$ cat config.mk
export PLATFORM = sky130hd
export DESIGN_NAME = oal_ctrl
export DESIGN_NICKNAME = d
export VERILOG_FILES = /design/src/design/oal_pkg.sv /design/src/design/oal_ctrl.sv
export SDC_FILE = /design/constraint.sdc
export NUM_CORES = 1
export LEC_CHECK = 0
export ABC_AREA = 0
export ABC_CLOCK_PERIOD_IN_PS = 4650
export BUFFER_PORTS_ARGS = -buffer_cell sky130_fd_sc_hd__buf_4
export CAP_MARGIN = 20
export CORE_ASPECT_RATIO = 1.1
export CORE_MARGIN = 2
export CORE_UTILIZATION = 45
export CTS_CLUSTER_DIAMETER = 80
export DETAILED_ROUTE_END_ITERATION = 6
export PLACE_DENSITY = 0.69
export SYNTH_ARGS = -nofsm -noshare
export SYNTH_HDL_FRONTEND = slang
export SYNTH_SLANG_ARGS = --single-unit
$ cat constraint.sdc
create_clock -name i_clk -period 4.65 [get_ports i_clk]
set_clock_uncertainty 0.05 [all_clocks]
set_input_delay 0.2325 -clock i_clk [delete_from_list [all_inputs] [get_ports i_clk]]
set_output_delay 0.2325 -clock i_clk [all_outputs]
set_load 0.005 [all_outputs]
$ cat src/design/oal_pkg.sv
// Shared constants, codes and types for the ordered array list.
`timescale 1ns / 1ps

package oal_pkg;

    localparam int ADDR_W   = 8;
    localparam int CAPACITY = 1 << ADDR_W;
    localparam int CNT_W    = ADDR_W + 1;
    localparam int DATA_W   = 32;
    localparam int OP_W     = 2;
    localparam int ST_W     = 2;

    typedef logic [OP_W-1:0]   t_op;
    typedef logic [ST_W-1:0]   t_status;
    typedef logic [ADDR_W-1:0] t_addr;
    typedef logic [CNT_W-1:0]  t_count;
    typedef logic [DATA_W-1:0] t_data;

    localparam t_op OP_INSERT = 2'd0;
    localparam t_op OP_REMOVE = 2'd1;
    localparam t_op OP_SEARCH = 2'd2;

    localparam t_status ST_OK       = 2'd0;
    localparam t_status ST_RANGE    = 2'd1;
    localparam t_status ST_NOTFOUND = 2'd2;
    localparam t_status ST_FULL     = 2'd3;

    localparam t_count CAP_COUNT = t_count'(CAPACITY);

    typedef struct packed {
        t_op   operation;
        t_addr position;
        t_data item_value;
    } t_req;

    typedef struct packed {
        t_status status;
        t_addr   found_index;
        t_data   removed_value;
        t_count  list_length;
    } t_res;

    typedef struct packed {
        logic  we;
        t_addr waddr;
        t_data wdata;
        logic  re;
        t_addr raddr;
    } t_mem_req;

endpackage

$ cat src/design/oal_ctrl.sv
// Request sequencer: walks the list store one entry per cycle.
`timescale 1ns / 1ps

module oal_ctrl (
    input  logic              i_clk,
    input  logic              i_rst_n,
    input  logic              i_req_valid,
    output logic              o_req_ready,
    input  oal_pkg::t_req     i_req,
    output logic              o_res_valid,
    input  logic              i_res_ready,
    output oal_pkg::t_res     o_res,
    output oal_pkg::t_mem_req o_mem,
    input  oal_pkg::t_data    i_mem_rdata
);

    typedef enum logic [1:0] {
        S_IDLE,
        S_RUN,
        S_FINISH,
        S_DONE
    } t_state;

    t_state           r_state,   n_state;
    oal_pkg::t_op     r_op,      n_op;
    oal_pkg::t_addr   r_pos,     n_pos;
    oal_pkg::t_data   r_val,     n_val;
    oal_pkg::t_count  r_count,   n_count;
    oal_pkg::t_count  r_ptr,     n_ptr;
    oal_pkg::t_count  r_remain,  n_remain;
    logic             r_pend,    n_pend;
    oal_pkg::t_addr   r_pend_addr, n_pend_addr;
    oal_pkg::t_status r_status,  n_status;
    oal_pkg::t_addr   r_found,   n_found;
    oal_pkg::t_data   r_removed, n_removed;

    oal_pkg::t_count  req_pos;
    logic             hit;

    assign req_pos = {1'b0, i_req.position};

    always_comb begin
        n_state     = r_state;
        n_op        = r_op;
        n_pos       = r_pos;
        n_val       = r_val;
        n_count     = r_count;
        n_ptr       = r_ptr;
        n_remain    = r_remain;
        n_pend      = r_pend;
        n_pend_addr = r_pend_addr;
        n_status    = r_status;
        n_found     = r_found;
        n_removed   = r_removed;
        hit         = 1'b0;
        o_mem       = '0;

        unique case (r_state)
            S_IDLE: begin
                n_pend = 1'b0;
                if (i_req_valid) begin
                    n_op      = i_req.operation;
                    n_pos     = i_req.position;
                    n_val     = i_req.item_value;
                    n_status  = oal_pkg::ST_OK;
                    n_found   = '0;
                    n_removed = '0;
                    case (i_req.operation)
                        oal_pkg::OP_INSERT: begin
                            if (r_count >= oal_pkg::CAP_COUNT) begin
                                n_status = oal_pkg::ST_FULL;
                                n_state  = S_DONE;
                            end else if (req_pos > r_count) begin
                                n_status = oal_pkg::ST_RANGE;
                                n_state  = S_DONE;
                            end else begin
                                n_remain = r_count - req_pos;
                                n_ptr    = r_count - 1'b1;
                                n_state  = S_RUN;
                            end
                        end
                        oal_pkg::OP_REMOVE: begin
                            if (req_pos >= r_count) begin
                                n_status = oal_pkg::ST_RANGE;
                                n_state  = S_DONE;
                            end else begin
                                n_remain = r_count - req_pos;
                                n_ptr    = req_pos;
                                n_state  = S_RUN;
                            end
                        end
                        oal_pkg::OP_SEARCH: begin
                            n_status = oal_pkg::ST_NOTFOUND;
                            n_remain = r_count;
                            n_ptr    = '0;
                            n_state  = S_RUN;
                        end
                        default: begin
                            n_status = oal_pkg::ST_RANGE;
                            n_state  = S_DONE;
                        end
                    endcase
                end
            end
            S_RUN: begin
                // retire the entry read in the previous cycle
                if (r_pend) begin
                    case (r_op)
                        oal_pkg::OP_INSERT: begin
                            o_mem.we    = 1'b1;
                            o_mem.waddr = r_pend_addr + 1'b1;
                            o_mem.wdata = i_mem_rdata;
                        end
                        oal_pkg::OP_REMOVE: begin
                            if (r_pend_addr == r_pos) begin
                                n_removed = i_mem_rdata;
                            end else begin
                                o_mem.we    = 1'b1;
                                o_mem.waddr = r_pend_addr - 1'b1;
                                o_mem.wdata = i_mem_rdata;
                            end
                        end
                        default: begin
                            if (i_mem_rdata == r_val) begin
                                hit = 1'b1;
                            end
                        end
                    endcase
                end
                if (hit) begin
                    n_status = oal_pkg::ST_OK;
                    n_found  = r_pend_addr;
                    n_pend   = 1'b0;
                    n_state  = S_DONE;
                end else if (r_remain != '0) begin
                    o_mem.re    = 1'b1;
                    o_mem.raddr = r_ptr[oal_pkg::ADDR_W-1:0];
                    n_pend      = 1'b1;
                    n_pend_addr = r_ptr[oal_pkg::ADDR_W-1:0];
                    n_remain    = r_remain - 1'b1;
                    n_ptr       = (r_op == oal_pkg::OP_INSERT) ? r_ptr - 1'b1 : r_ptr + 1'b1;
                end else begin
                    n_pend = 1'b0;
                    case (r_op)
                        oal_pkg::OP_INSERT: n_state = S_FINISH;
                        oal_pkg::OP_REMOVE: begin
                            n_count = r_count - 1'b1;
                            n_state = S_DONE;
                        end
                        default:            n_state = S_DONE;
                    endcase
                end
            end
            S_FINISH: begin
                o_mem.we    = 1'b1;
                o_mem.waddr = r_pos;
                o_mem.wdata = r_val;
                n_count     = r_count + 1'b1;
                n_state     = S_DONE;
            end
            S_DONE: begin
                if (i_res_ready) begin
                    n_state = S_IDLE;
                end
            end
            default: n_state = S_IDLE;
        endcase
    end

    always_ff @(posedge i_clk) begin
        if (!i_rst_n) begin
            r_state <= S_IDLE;
            r_count <= '0;
            r_pend  <= 1'b0;
        end else begin
            r_state <= n_state;
            r_count <= n_count;
            r_pend  <= n_pend;
        end
        r_op        <= n_op;
        r_pos       <= n_pos;
        r_val       <= n_val;
        r_ptr       <= n_ptr;
        r_remain    <= n_remain;
        r_pend_addr <= n_pend_addr;
        r_status    <= n_status;
        r_found     <= n_found;
        r_removed   <= n_removed;
    end

    assign o_req_ready = (r_state == S_IDLE);
    assign o_res_valid = (r_state == S_DONE);

    always_comb begin
        o_res.status        = r_status;
        o_res.found_index   = r_found;
        o_res.removed_value = r_removed;
        o_res.list_length   = r_count;
    end

endmodule

; Word level (Yosys, flattened, before mapping)
; Cells that the tools add are included.
; Widths: inputs -> output; s select.
[word_totals]
ff_bits = 122
in_bits = 78
out_inout_bits = 103
wordCells = 120
[op_classes]
add_sub_neg = 8
n_lt_le_gt_ge = 3
eq_ne = 22
n_mux = 60
bitwise_logic = 1
n_reduce_logical = 14
[op_table]
columns = operator, count
row1 = $mux 9, 19
row2 = $pmux 41 s2, 2
row3 = $mux 32, 4
row4 = $mux 41, 2
row5 = $pmux 32 s2, 1
row6 = $pmux 9 s2, 3
row7 = $pmux 9 s3, 2
row8 = $eq 32x32->1, 1
row9 = $sub 9x1->9 const B, 3
row10 = $mux 2, 10
row11 = $add 9x1->9 const B, 2
row12 = $mux 8, 2
row13 = $pmux 8 s2, 1
row14 = $ne 2x2->1 const B, 7
row15 = $ne 3x3->1 const B, 4
row16 = $pmux 2 s3, 2
row17 = $ge 8x9->1, 1
row18 = $ge 9x9->1 const B, 1
row19 = $gt 8x9->1, 1
row20 = $mux 1, 9
row21 = $reduce_and 3->1, 3
row22 = $reduce_bool 9->1, 1
row23 = $sub 9x8->9, 1
row24 = $add 8x1->8 const B, 1
row25 = 17 further kinds, 25

; Logic depth before layout (Yosys ltp)
; Gate-level depths: netlist of run 1.
[depth]
ltp_word = 7
ltp_mapped = 11

; Least setup slack after synthesis of run 1
; OpenSTA, ideal clock, no wires.
[synth_path]
path_kind = register to register
start = register r_state[0]
end = register r_removed[0] (enable)
arrival_ns = 2.954
required_time_ns = 4.168
setup_slack_ns = 1.214
path_stages_with_launch = 6
n_path_buf = 2
path_cell_list = dfxtp_1 -> ha_1 -> clkbuf_1 -> buf_1 -> nand4_1 -> a21oi_1
[synth_between]
elab_chain_cells = 3
elab_cells_between_ends = 8
cone_classes = eq/ne (5) / reduce/logical (3)
[synth_rtl]
columns = element, line_no
row1 = "start, declared", oal_ctrl.sv:24  ; t_state r_state, n_state;
row2 = "start signal, assigned", oal_ctrl.sv:176  ; r_state <= n_state;
row3 = $eq 2x1->1 or $logic_not 2->1 (tied branches), oal_ctrl.sv:58  ; unique case (r_state)
row4 = "$ne 2x2->1 (no source line), or another cell as far along", n/a
row5 = $reduce_and 5->1 (no source line) *, n/a
row6 = "end signal, assigned", oal_ctrl.sv:188  ; r_removed <= n_removed;
row7 = "end, declared", oal_ctrl.sv:35  ; oal_pkg::t_data r_removed, n_removed;
; Mark *: on every way between the ends. The rest lies on a longest branch, timed or not.
; A chain may end at the register's enable or synchronous reset.

==> Flow_metrics.wiki, run 1 <==
{| class="wikitable"
! Metric !! Value
|-
| Setup_tns || 0 ps
|-
| Final GP Congestion || 1.01
|-
| Fraction of the mapped netlist area in compound gates || 0.133
|-
| Count of unresolved DRC violations after routing || 0
|-
| Vertical extent of the die || 136 um
|-
| Core region area || 15600 um2
|-
| Total Nets Final || 980
|-
| Chip width || 124 um
|-
| Run status || finished, final reports clean
|-
| Clock root buffer || sky130_fd_sc_hd__clkbuf_16
|-
| CTS Buffer Depth || 2
|-
| Grt total ovfl || 0
|-
| Met3 Routed Length || 1430 um
|-
| Setup repair after global routing missed its margin || no
|-
| Total chip power || 6.22 mW
|-
| Clock latency on the worst-skew pair || 410 ps
|-
| Vias after detailed routing || 5954
|-
| Period utilization || 0.736
|-
| Setup ws final || 1230 ps
|-
| Part of the Yosys area used for sequential elements || 0.495
|-
| Starting DRT DRC Count || 469
|-
| GRT Total Usage || 0.241
|-
| Final max-slew violation count || 0
|-
| Post-Synth Adder-Cell Area || 0.0550
|-
| R2r startpoint || r_val[31]$_DFFE_PP_
|-
| Final-layout worst hold slack || 78.6 ps
|-
| Cell area after synthesis || 7100 um2
|-
| Post-Synthesis Net Count || 773
|-
| Crit path kind || reg -> out
|-
| Layout cells sized above 1 || 0.247
|-
| Initial core utilization || 0.457
|-
| Non-filler instance count after layout || 1080
|-
| Post-DP HPWL || 14500 um
|-
| Path depth of the worst reg2reg path || 6
|-
| Worst endpoint required time || 4370 ps
|-
| Reg2Reg Capture Point || r_found[2]$_SDFFCE_PN0P_
|-
| Startpoint type of the worst setup path || flip-flop
|-
| Yosys top cell by area || sky130_fd_sc_hd__edfxtp_1
|-
| Critical Path, Cell by Cell || ha_2, nand2_1, or2_1, a21oi_2, buf_4, a22oi_1, nor2b_1, buf_4
|-
| Number of nets still failing antenna checks after routing || 0
|-
| # rows || 48
|-
| Min-Delay Path Class || in -> reg
|-
| Maximum number of pins on one net before global-route repair || 61
|-
| Wire length of the first global-routing pass || 30700 um
|-
| Worst setup slack for register-to-register paths || 1600 ps
|-
| Number of global-route vias before repair || 5889
|-
| Cell Pwr Density || 654 nW/um2
|-
| DR pass1 iterations || 5
|-
| Fraction of the core area covered by cells at the end of the flow || 0.611
|-
| Proportion of synthesized area in mux cells || 0.0104
|-
| Number of distinct library cells after synthesis || 63
|-
| Number of warnings reported in the yosys synthesis log || 0
|-
| Largest incremental delay on the critical path || 900 ps
|-
| Routed length on met2 || 9920 um
|-
| Final min period || 3420 ps
|-
| Highest net fanout along the worst path || 60
|-
| Post-route met1 wirelength || 8230 um
|-
| Final Setup Violations || 0
|-
| # Post-CTS Setup Buffers || 0
|-
| Proportion of netlist area held by the largest area contributor || 0.461
|-
| Cell leakage power || 3.79 nW
|-
| Count of flip-flops with a built-in enable after synthesis || 109
|-
| Detailed-route wire length || 20200 um
|-
| Fraction of the mapped netlist area in simple logic gates || 0.182
|-
| CTS resizes || 0
|-
| Post-Place Cells || 1010
|-
| Cell depth of the worst min-delay path || 2
|-
| CTS tree || yes
|-
| Routed wirelength normalized by instance count || 18.7 um
|-
| Combinational family with the most area after synthesis || simple AND/OR/NAND/NOR gates
|-
| Antenna Cells || 0
|-
| Clock Sink Count || 121
|-
| Worst Min Path Start || i_mem_rdata[9]
|-
| Hold Crit Endpoint || r_removed[9]$_SDFFCE_PN0P_
|-
| Top_reg_cell synth || sky130_fd_sc_hd__edfxtp_1
|-
| Fmax || 0.292 GHz
|-
| Synthesized flop and latch total || 121
|-
| Slew headroom || 0.319
|-
| Most repeated library cell on the critical path || sky130_fd_sc_hd__buf_4
|-
| Highest metal used || met4
|-
| Maxcap violations || 0
|-
| Slew at the pin with the worst max-slew slack || 1020 ps
|-
| Number of H-tree levels || 4
|-
| Mapped Cells || 665
|-
| Number of CTS-inserted buffers || 17
|-
| Post-Layout Inst Area || 9510 um2
|-
| Ranking of synthesized cells by area || sky130_fd_sc_hd__edfxtp_1, sky130_fd_sc_hd__xor2_1, sky130_fd_sc_hd__ha_1, sky130_fd_sc_hd__and2_1, sky130_fd_sc_hd__nor2b_1
|-
| Syn avg cell area || 10.7 um2
|-
| Via-to-Cell Ratio || 5.51
|-
| Syn-to-layout area delta || 33.9%
|-
| Number of antenna violations at the first check in global routing || 0
|-
| IO Count || 181
|-
| Hold violation total from the final report || 0
|-
| VDD IR max || 0.000393 V
|-
| Async set or reset register ratio after synthesis || 0
|-
| DP Area || 8590 um2
|-
| Post-placement setup slack || 1540 ps
|-
| Post-synthesis share of cell area spent on xor and xnor gates || 0.0876
|-
| Slowest cell on the critical path || sky130_fd_sc_hd__ha_2
|-
| Data arrival time of the critical path || 3140 ps
|-
| Clock transition at path regs || 50 ps
|-
| Critical Path Sink Type || primary output
|-
| Die outline area || 16800 um2
|-
| Buffers on Ports || 180
|}
## repair_timing
item | CTS | global route
hold buffers | 42 | 0
endpoints found under the setup margin | 0 | 0
endpoints found under the hold margin | 42 | 0
## synth_stat cells, drive strengths merged (3+ instances only)
cell and count:
a311oi 7, mux2i 4, dfxtp 12, nor4 10, o21a 4, nand2b 5
or4 5, nor2b 48, o21ai 23, nor3 14, ha 28, nand3 12
edfxtp 109, o31a 3, nor2 38, nand4 6, nand2 24, o31ai 4
xnor2 30, a21boi 5, or3 3, xor2 41, a21o 4, clkbuf 33
and2 52, and3 3, a21oi 31, a22oi 37, buf 6, inv 28
a31oi 4, o22ai 4
## where the power goes
part	leakage (nW)	internal, mW	switching [mW]
registers	1.15	1.82	0.351
logic	2.41	1.37	1.59
clock network	0.228	0.650	0.434
## final cells by class
class	count	area [um2]
inverters	28	105
flip-flops and latches	121	3510
fillers	1305	6040
well taps	200	250
clock inverters	8	36.3
multi-input cells	477	3340
repair buffers	227	1830
clock buffers	19	433
## state kept, by name, summed over array words and instances, names as in the netlist
| signal | flops |
|---|---|
| r_pend | 1 |
| r_removed | 32 |
| r_ptr | 8 |
| r_val | 32 |
| r_remain | 9 |
| r_count | 9 |
| r_pos | 8 |
| r_found | 8 |
| r_state | 2 |
| r_op | 2 |
| r_pend_addr | 8 |
| r_status | 2 |
## worst max-delay path, delay by kind of cell (launching register included)
family,cells,cell delay [ps]
AO/OA/AOI/OAI,2,250
adder cells (fa/ha/maj),1,900
buffers and inverters,2,520
flip-flops,1,410
AND/OR/NAND/NOR,3,630
## cell usage in the layout, fill, tap and decap left out, drive strengths merged, types with 30 or more instances in the layout
cell type,synthesis,routed
a21oi,31,31
a22oi,37,37
and2,52,52
buf,6,185
dlygate4sd3,0,42
edfxtp,109,109
nor2,38,38
nor2b,48,48
xnor2,30,30
xor2,41,41
## routing by layer
layer	vias to the layer above	track usage
met1	2837	0.289
met5	-	0
li1	2821	-
met2	254	0.409
met3	42	0.0560
met4	0	0.112
## cell families after synthesis
kind of cell,Yosys count
AO/OA/AOI/OAI,141
XOR/XNOR,71
adder cells (fa/ha/maj),30
buffers and inverters,67
flip-flops,121
multiplexers,6
AND/OR/NAND/NOR,229
## how the worst max path moves through the flow
stage                     cells after the start  slack (ps)                     from                    endpoint
after floorplan                               5        1210  r_state[0]$_SDFFE_PN0P_  r_removed[0]$_SDFFCE_PN0P_
after global placement                        6        1630      r_val[22]$_DFFE_PP_    r_found[7]$_SDFFCE_PN0P_
after detailed placement                      6        1540      r_val[31]$_DFFE_PP_    r_found[4]$_SDFFCE_PN0P_
after CTS                                     8        1210  r_state[0]$_SDFFE_PN0P_                   o_mem[11]
after global routing                          9         930  r_state[1]$_SDFFE_PN0P_                   o_mem[17]
final                                         8        1230  r_state[0]$_SDFFE_PN0P_                   o_mem[22]
(Power assumes the default switching activity.)
==> run 2: changes to the inputs <==
Settings changed: ABC_CLOCK_PERIOD_IN_PS 4650 to 2750, PLACE_DENSITY 0.69 to 0.72.
Clock period 4.65 ns to 2.75 ns, I/O delays scaled along.
==> run 2 against run 1 <==
Effect of this change: sequential share of layout area decreased by 2.9 points; wire length increased by 7.6%; combinational power increased by 90%; die area unchanged; critical path depth unchanged; largest cell class unchanged; largest power group unchanged.
==> Flow_metrics.wiki, run 2 (synthesis results as in run 1) <==
{| class="wikitable"
! Metric !! Value
|-
| Run status || finished, final reports clean
|-
| Area of the multi-input gates || 3390 um2 (+1.5%)
|-
| R2r startpoint || r_val[21]$_DFFE_PP_
|-
| Switching Power || 4.25 mW (+79%)
|-
| Leading cell type in the layout, fill and taps excluded || sky130_fd_sc_hd__buf_4
|-
| Cell leakage power || 4.17 nW (+10%)
|-
| Number of H-tree levels || 4 (unchanged)
|-
| Worst endpoint required time || 2560 ps (-1810 ps)
|-
| Number of global-route vias before repair || 6142 (+4.3%)
|-
| Number of nets still failing antenna checks after routing || 0 (unchanged)
|-
| Clk pwr share || 0.198 (+0.024)
|-
| Sw frac || 0.373 (-0.00962)
|-
| Post-DP HPWL || 14600 um (+0.68%)
|-
| Highest net fanout along the worst path || 8 (-87%)
|-
| Final-layout worst hold slack || 215 ps (+137 ps)
|-
| Cell Pwr Density || 1110 nW/um2 (+69%)
|-
| Final min period || 2680 ps
|-
| Path depth of the worst reg2reg path || 8 (+2)
|-
| Fill cells || 1149 (-12%)
|-
| Logic gate share of total power || 0.492 (+0.016)
|-
| Initial core utilization || 0.457 (unchanged)
|-
| Cell internal pwr || 7.16 mW (+86%)
|-
| Maxcap violations || 0 (unchanged)
|-
| CTS tree || yes
|-
| Final GP Congestion || 0.898 (-11%)
|-
| Final Setup Violations || 0 (unchanged)
|-
| Critical path startpoint || r_val[21]$_DFFE_PP_
|-
| Core region area || 15600 um2 (unchanged)
|-
| Wire length of the first global-routing pass || 32200 um (+5.0%)
|-
| Vertical extent of the die || 136 um (unchanged)
|-
| Critical Path Sink Type || primary output
|-
| Crit path kind || reg -> out
|-
| Die outline area || 16800 um2 (unchanged)
|-
| GRT Total Usage || 0.252 (+0.0103)
|-
| Top library cells by usage in the layout, fill and taps aside || sky130_fd_sc_hd__buf_4, sky130_fd_sc_hd__edfxtp_1, sky130_fd_sc_hd__dlygate4sd3_1, sky130_fd_sc_hd__and2_1, sky130_fd_sc_hd__nor2b_1
|-
| Syn-to-layout area delta || 45.3%
|-
| DR pass1 iterations || 5 (unchanged)
|-
| Leading registers by flop count || r_removed: 32 flops, r_val: 32 flops
|-
| Via-to-Cell Ratio || 5.61 (+1.8%)
|-
| Clock Sink Count || 121 (unchanged)
|-
| Slew at the pin with the worst max-slew slack || 611 ps (-411 ps)
|-
| Layout cells sized above 1 || 0.286 (+0.0396)
|-
| Area used by sequential logic in the layout || 3510 um2 (unchanged)
|-
| Data arrival time of the critical path || 2490 ps (-650 ps)
|-
| Vias after detailed routing || 6474 (+8.7%)
|-
| Fmax || 0.373 GHz
|-
| Setup ws final || 71.0 ps (-1160 ps)
|-
| Startpoint type of the worst setup path || flip-flop
|-
| Critical Path, Cell by Cell || xor2_1, nor4_2, nand4_1, nor4_4, nor2_2, buf_6, and2_1, buf_4
|-
| Detailed-route wire length || 21700 um (+7.6%)
|-
| Count of unresolved DRC violations after routing || 0 (unchanged)
|-
| Antenna Cells || 0 (unchanged)
|-
| Min-Delay Path Class || in -> reg
|-
| Clock transition at path regs || 60 ps (about the same)
|-
| Post-placement setup slack || 173 ps (-1360 ps)
|-
| Clock latency on the worst-skew pair || 420 ps (about the same)
|-
| Sequential fraction of design power || 0.311 (-0.038)
|-
| Clock root buffer || sky130_fd_sc_hd__clkbuf_16
|-
| Starting DRT DRC Count || 594 (+27%)
|-
| Fraction of the core area covered by cells at the end of the flow || 0.664 (+0.0522)
|-
| Worst setup slack for register-to-register paths || 130 ps (-1470 ps)
|-
| Grt total ovfl || 0 (unchanged)
|-
| Chip width || 124 um (unchanged)
|-
| Post-Layout Inst Area || 10300 um2 (+8.5%)
|-
| Maximum number of pins on one net before global-route repair || 88 (+44%)
|-
| Reg2Reg Capture Point || r_state[0]$_SDFFE_PN0P_
|-
| VDD IR max || 0.000823 V (+110%)
|-
| Final max-slew violation count || 0 (unchanged)
|-
| Routed wirelength normalized by instance count || 18.8 um (+0.65%)
|-
| Slew headroom || 0.593 (+0.274)
|-
| Crit path capture || o_mem[4]
|-
| Setup_tns || 0 ps (unchanged)
|-
| Largest incremental delay on the critical path || 430 ps (-470 ps)
|-
| DP Area || 8790 um2 (+2.2%)
|-
| # rows || 48 (unchanged)
|-
| Number of antenna violations at the first check in global routing || 0 (unchanged)
|-
| CTS Buffer Depth || 2 (unchanged)
|-
| Number of CTS-inserted buffers || 17 (unchanged)
|-
| Buffers on Ports || 180 (unchanged)
|-
| IO Count || 181 (unchanged)
|-
| Hold violation total from the final report || 0 (unchanged)
|-
| Slowest cell on the critical path || sky130_fd_sc_hd__edfxtp_1
|-
| Period utilization || 0.974
|-
| Total Nets Final || 1049 (+7.0%)
|}
==> run 2: worst max-delay path: cells and delay by family (launching register included) <==
family                 cells  cell delay (ps)
flip-flops                 1              430
AND/OR/NAND/NOR            5             1180
buffers and inverters      2              280
XOR/XNOR                   1              180
==> run 2: per-stage QoR <==
stage | total power [mW] | cells
after floorplan | 6.69 | 665
after global placement | 8.68 | 1029
after detailed placement | 8.81 | 1029
after CTS | 11.2 | 1141
after global routing | 12.1 | 1154
final | 11.4 | 1154
==> run 2: power groups by stage <==
stage / sequential (mW) / clock [mW] / combinational (mW)
after global routing: 3.61 / 2.37 / 6.12
after floorplan: 3.48 / 0 / 3.21
final: 3.54 / 2.25 / 5.61
after detailed placement: 3.59 / 0 / 5.22
after CTS: 3.54 / 2.28 / 5.39
after global placement: 3.56 / 0 / 5.12
==> run 2: per-layer routing <==
layer | vias up | part of all wire | GRT usage
li1 | 2971 | - | -
met1 | 3114 | 0.38 | 0.304
met2 | 338 | 0.50 | 0.440
met3 | 51 | 0.085 | 0.0446
met4 | 0 | 0.027 | 0.103
met5 | - | 0 | 0
==> run 2: worst min-delay path by stage <==
stage | startpoint | to | slack, ps | depth (start not counted)
after global placement | i_req[5] | r_val[5]$_DFFE_PP_ | 270 | 1
final | i_res_ready | r_state[1]$_SDFFE_PN0P_ | 220 | 4
after CTS | i_res_ready | r_state[1]$_SDFFE_PN0P_ | 200 | 4
after detailed placement | i_req[25] | r_val[25]$_DFFE_PP_ | 270 | 1
after floorplan | i_req[40] | r_op[0]$_DFFE_PP_ | 190 | 0
after global routing | i_res_ready | r_state[1]$_SDFFE_PN0P_ | 240 | 4
==> run 2: timing repair <==
action,in CTS,in global routing
hold endpoints to repair,79,0
hold buffers,75,0
setup endpoints to repair,8,9
gates resized for setup,3,8
pin swaps,1,6
setup buffers,5,12
cloned,0,1
==> run 2: final cells by class <==
cell class              instances  share of cell area
clock buffers                  17              0.0412
clock inverters                15              0.0170
repair buffers                296               0.238
multi-input cells             477               0.329
inverters                      28              0.0102
flip-flops and latches        121               0.340
well taps                     200              0.0242
==> run 3: changes to the inputs <==
Settings changed: CELL_PAD_IN_SITES_DETAIL_PLACEMENT set to 1, CELL_PAD_IN_SITES_GLOBAL_PLACEMENT set to 1, CORE_MARGIN 2 to 5, CORE_UTILIZATION 45 to 37, PLACE_DENSITY 0.72 to unset, PLACE_DENSITY_LB_ADDON set to 0.1.
==> run 3 against run 2 <==
Effect of this change: sequential share of layout area fell by 0.16 points; register-to-register slack barely moved; global-route usage fell by 3.3 points; combinational power rose by 3%; final cell count rose by 5.1%; die area rose by 31%; design area rose by 0.46%.
==> Flow_metrics.wiki, run 3 (synthesis results as in run 1) <==
{| class="wikitable"
! Metric !! Value
|-
| Run status || finished, final reports clean
|-
| Slowest cell on the critical path || sky130_fd_sc_hd__dlygate4sd3_1
|-
| Cell depth of the worst min-delay path || 2 (-2)
|-
| Area of the multi-input gates || 3390 um2 (-0.15%)
|-
| Total Nets Final || 1060 (+1.0%)
|-
| Clock transition at path regs || 60 ps (about the same)
|-
| CTS Buffer Depth || 2 (unchanged)
|-
| Top library cells by usage in the layout, fill and taps aside || sky130_fd_sc_hd__buf_4, sky130_fd_sc_hd__edfxtp_1, sky130_fd_sc_hd__dlygate4sd3_1, sky130_fd_sc_hd__and2_1, sky130_fd_sc_hd__nor2b_1
|-
| # rows || 53 (+10%)
|-
| Number of H-tree levels || 4 (unchanged)
|-
| Maxcap violations || 0 (unchanged)
|-
| Fill cells || 2032 (+77%)
|-
| Critical Path Sink Type || primary output
|-
| Core region area || 19000 um2 (+22%)
|-
| Worst setup slack for register-to-register paths || 130 ps (about the same)
|-
| Leading registers by flop count || r_removed: 32 flops, r_val: 32 flops
|-
| DR pass1 iterations || 4 (-1)
|-
| Period utilization || 0.971 (-0.00282)
|-
| Final min period || 2670 ps (-7.77 ps)
|-
| Clock latency on the worst-skew pair || 420 ps (about the same)
|-
| Wire length of the first global-routing pass || 37400 um (+16%)
|-
| Number of nets still failing antenna checks after routing || 0 (unchanged)
|-
| Hold violation total from the final report || 0 (unchanged)
|-
| Setup ws final || 78.8 ps (+7.77 ps)
|-
| Worst endpoint required time || 2560 ps (about the same)
|-
| Slew at the pin with the worst max-slew slack || 668 ps (+57.4 ps)
|-
| IO Count || 181 (unchanged)
|-
| Die outline area || 22100 um2 (+31%)
|-
| Cell Pwr Density || 1100 nW/um2 (-0.33%)
|-
| Final GP Congestion || 0.835 (-7.0%)
|-
| Initial core utilization || 0.373 (-0.0834)
|-
| Layout cells sized above 1 || 0.292 (+0.00606)
|-
| Total chip power || 11.4 mW (+0.13%)
|-
| R2r startpoint || r_val[23]$_DFFE_PP_
|-
| Clock root buffer || sky130_fd_sc_hd__clkbuf_16
|-
| Most repeated library cell on the critical path || sky130_fd_sc_hd__buf_4
|-
| Path depth of the worst reg2reg path || 9 (+1)
|-
| Vertical extent of the die || 155 um (+14%)
|-
| Final Setup Violations || 0 (unchanged)
|-
| Via-to-Cell Ratio || 5.15 (-8.2%)
|-
| Fmax || 0.374 GHz (+0.29%)
|-
| Post-placement setup slack || 184 ps (+10.8 ps)
|-
| Maximum number of pins on one net before global-route repair || 28 (-68%)
|-
| Cell leakage power || 4.20 nW (+0.82%)
|-
| CTS tree || yes
|-
| Critical Path, Cell by Cell || dlygate4sd3_1, buf_4, xor2_1, nor4_2, nand4_1, nor4_4, nor2_2, buf_6, and2_1, buf_4
|-
| Routed wirelength normalized by instance count || 20.1 um (+7.1%)
|-
| Crit path kind || in -> out
|-
| Hold Crit Endpoint || r_removed[31]$_SDFFCE_PN0P_
|-
| Min-Delay Path Class || in -> reg
|-
| Grt total ovfl || 0 (unchanged)
|-
| GRT Total Usage || 0.218 (-0.0334)
|-
| Area used by sequential logic in the layout || 3510 um2 (unchanged)
|-
| Starting DRT DRC Count || 352 (-41%)
|-
| Clock Sink Count || 121 (unchanged)
|-
| Leading cell type in the layout, fill and taps excluded || sky130_fd_sc_hd__buf_4
|-
| Data arrival time of the critical path || 2480 ps (about the same)
|-
| Buffers on Ports || 180 (unchanged)
|-
| Chip width || 142 um (+15%)
|-
| Number of CTS-inserted buffers || 17 (unchanged)
|-
| Number of global-route vias before repair || 6709 (+9.2%)
|-
| Setup_tns || 0 ps (unchanged)
|-
| Worst Min Path Start || i_mem_rdata[31]
|-
| Reg2Reg Capture Point || r_found[2]$_SDFFCE_PN0P_
|-
| Number of antenna violations at the first check in global routing || 1 (+1)
|-
| Largest incremental delay on the critical path || 550 ps (+120 ps)
|-
| Count of unresolved DRC violations after routing || 0 (unchanged)
|-
| Detailed-route wire length || 24400 um (+13%)
|-
| Highest net fanout along the worst path || 8 (unchanged)
|-
| Post-DP HPWL || 17400 um (+19%)
|-
| VDD IR max || 0.000570 V (-31%)
|-
| Vias after detailed routing || 6247 (-3.5%)
|-
| Slew headroom || 0.555 (-0.0383)
|-
| Syn-to-layout area delta || 46.0%
|-
| Final max-slew violation count || 0 (unchanged)
|-
| Startpoint type of the worst setup path || primary input
|}
==> run 3: changes by cell type in the layout (fill, tap and decap cells not counted), moves of 3 or more <==
| cell | before | now |
|---|---|---|
| sky130_fd_sc_hd__nor4_1 | 3 | 6 |
| sky130_fd_sc_hd__buf_4 | 215 | 231 |
| sky130_fd_sc_hd__nor4_2 | 6 | 3 |
| sky130_fd_sc_hd__buf_12 | 4 | 1 |
==> run 3: critical path: cells and delay by family <==
kind,cells,cell delay [ps]
simple gates,5,1210
buf+inv,4,970
xor+xnor,1,160
==> run 3: metrics by stage <==
step / util / cell area, um2 / instances / hold slack, ps
6_report: 0.545 / 10400 / 1213 / 26.2
4_1_cts: 0.538 / 10200 / 1197 / 15.2
3_3_place_gp: 0.466 / 8860 / 1083 / 266
3_5_place_dp: 0.466 / 8860 / 1083 / 267
5_1_grt: 0.545 / 10400 / 1213 / 24.2
2_1_floorplan: - / 7110 / 665 / 186
==> run 3: worst max-delay path by stage <==
stage                           from                        to  slack (ps)  depth (start not counted)
3_3_place_gp     r_val[22]$_DFFE_PP_  r_found[7]$_SDFFCE_PN0P_         120                          7
2_1_floorplan      r_op[1]$_DFFE_PP_        r_ptr[7]$_DFFE_PP_          90                         11
3_5_place_dp     r_val[22]$_DFFE_PP_   r_state[0]$_SDFFE_PN0P_         180                          7
6_report             i_mem_rdata[23]                  o_mem[6]          80                         10
5_1_grt          r_val[23]$_DFFE_PP_                  o_mem[4]         -20                          8
4_1_cts        r_remain[0]$_DFFE_PP_                  o_mem[5]          10                          9
==> run 3: power by group <==
part           internal (mW)  total (mW)  switching [mW]
Clock                   1.24        2.11           0.869
Combinational           2.70        5.80            3.11
Sequential              3.07        3.51           0.445
==> run 3: per-layer routing <==
layer	GRT usage	routed length [um]	vias to the layer above
li1	-	-	2982
met1	0.264	9780	3071
met2	0.393	12900	160
met3	0.0326	1120	34
met4	0.0777	565	0
met5	0	0	-
==> run 3: area by class of cell <==
cell class | instances | area share
antenna | 1 | 0.000241
clock buffer | 17 | 0.0410
clock inverter | 15 | 0.0122
inverter | 28 | 0.0101
multi-input combinational | 477 | 0.327
sequential | 121 | 0.339
tap | 247 | 0.0298
timing repair buffer | 307 | 0.241
==> run 3: repair_timing <==
action / CTS / global route
endpoints found under the setup margin: 9 / 9
gates cloned: 0 / 1
setup buffers: 9 / 14
resized for setup: 3 / 7
hold buffers: 73 / 0
pin swaps: 1 / 7
hold endpoints to repair: 74 / 0
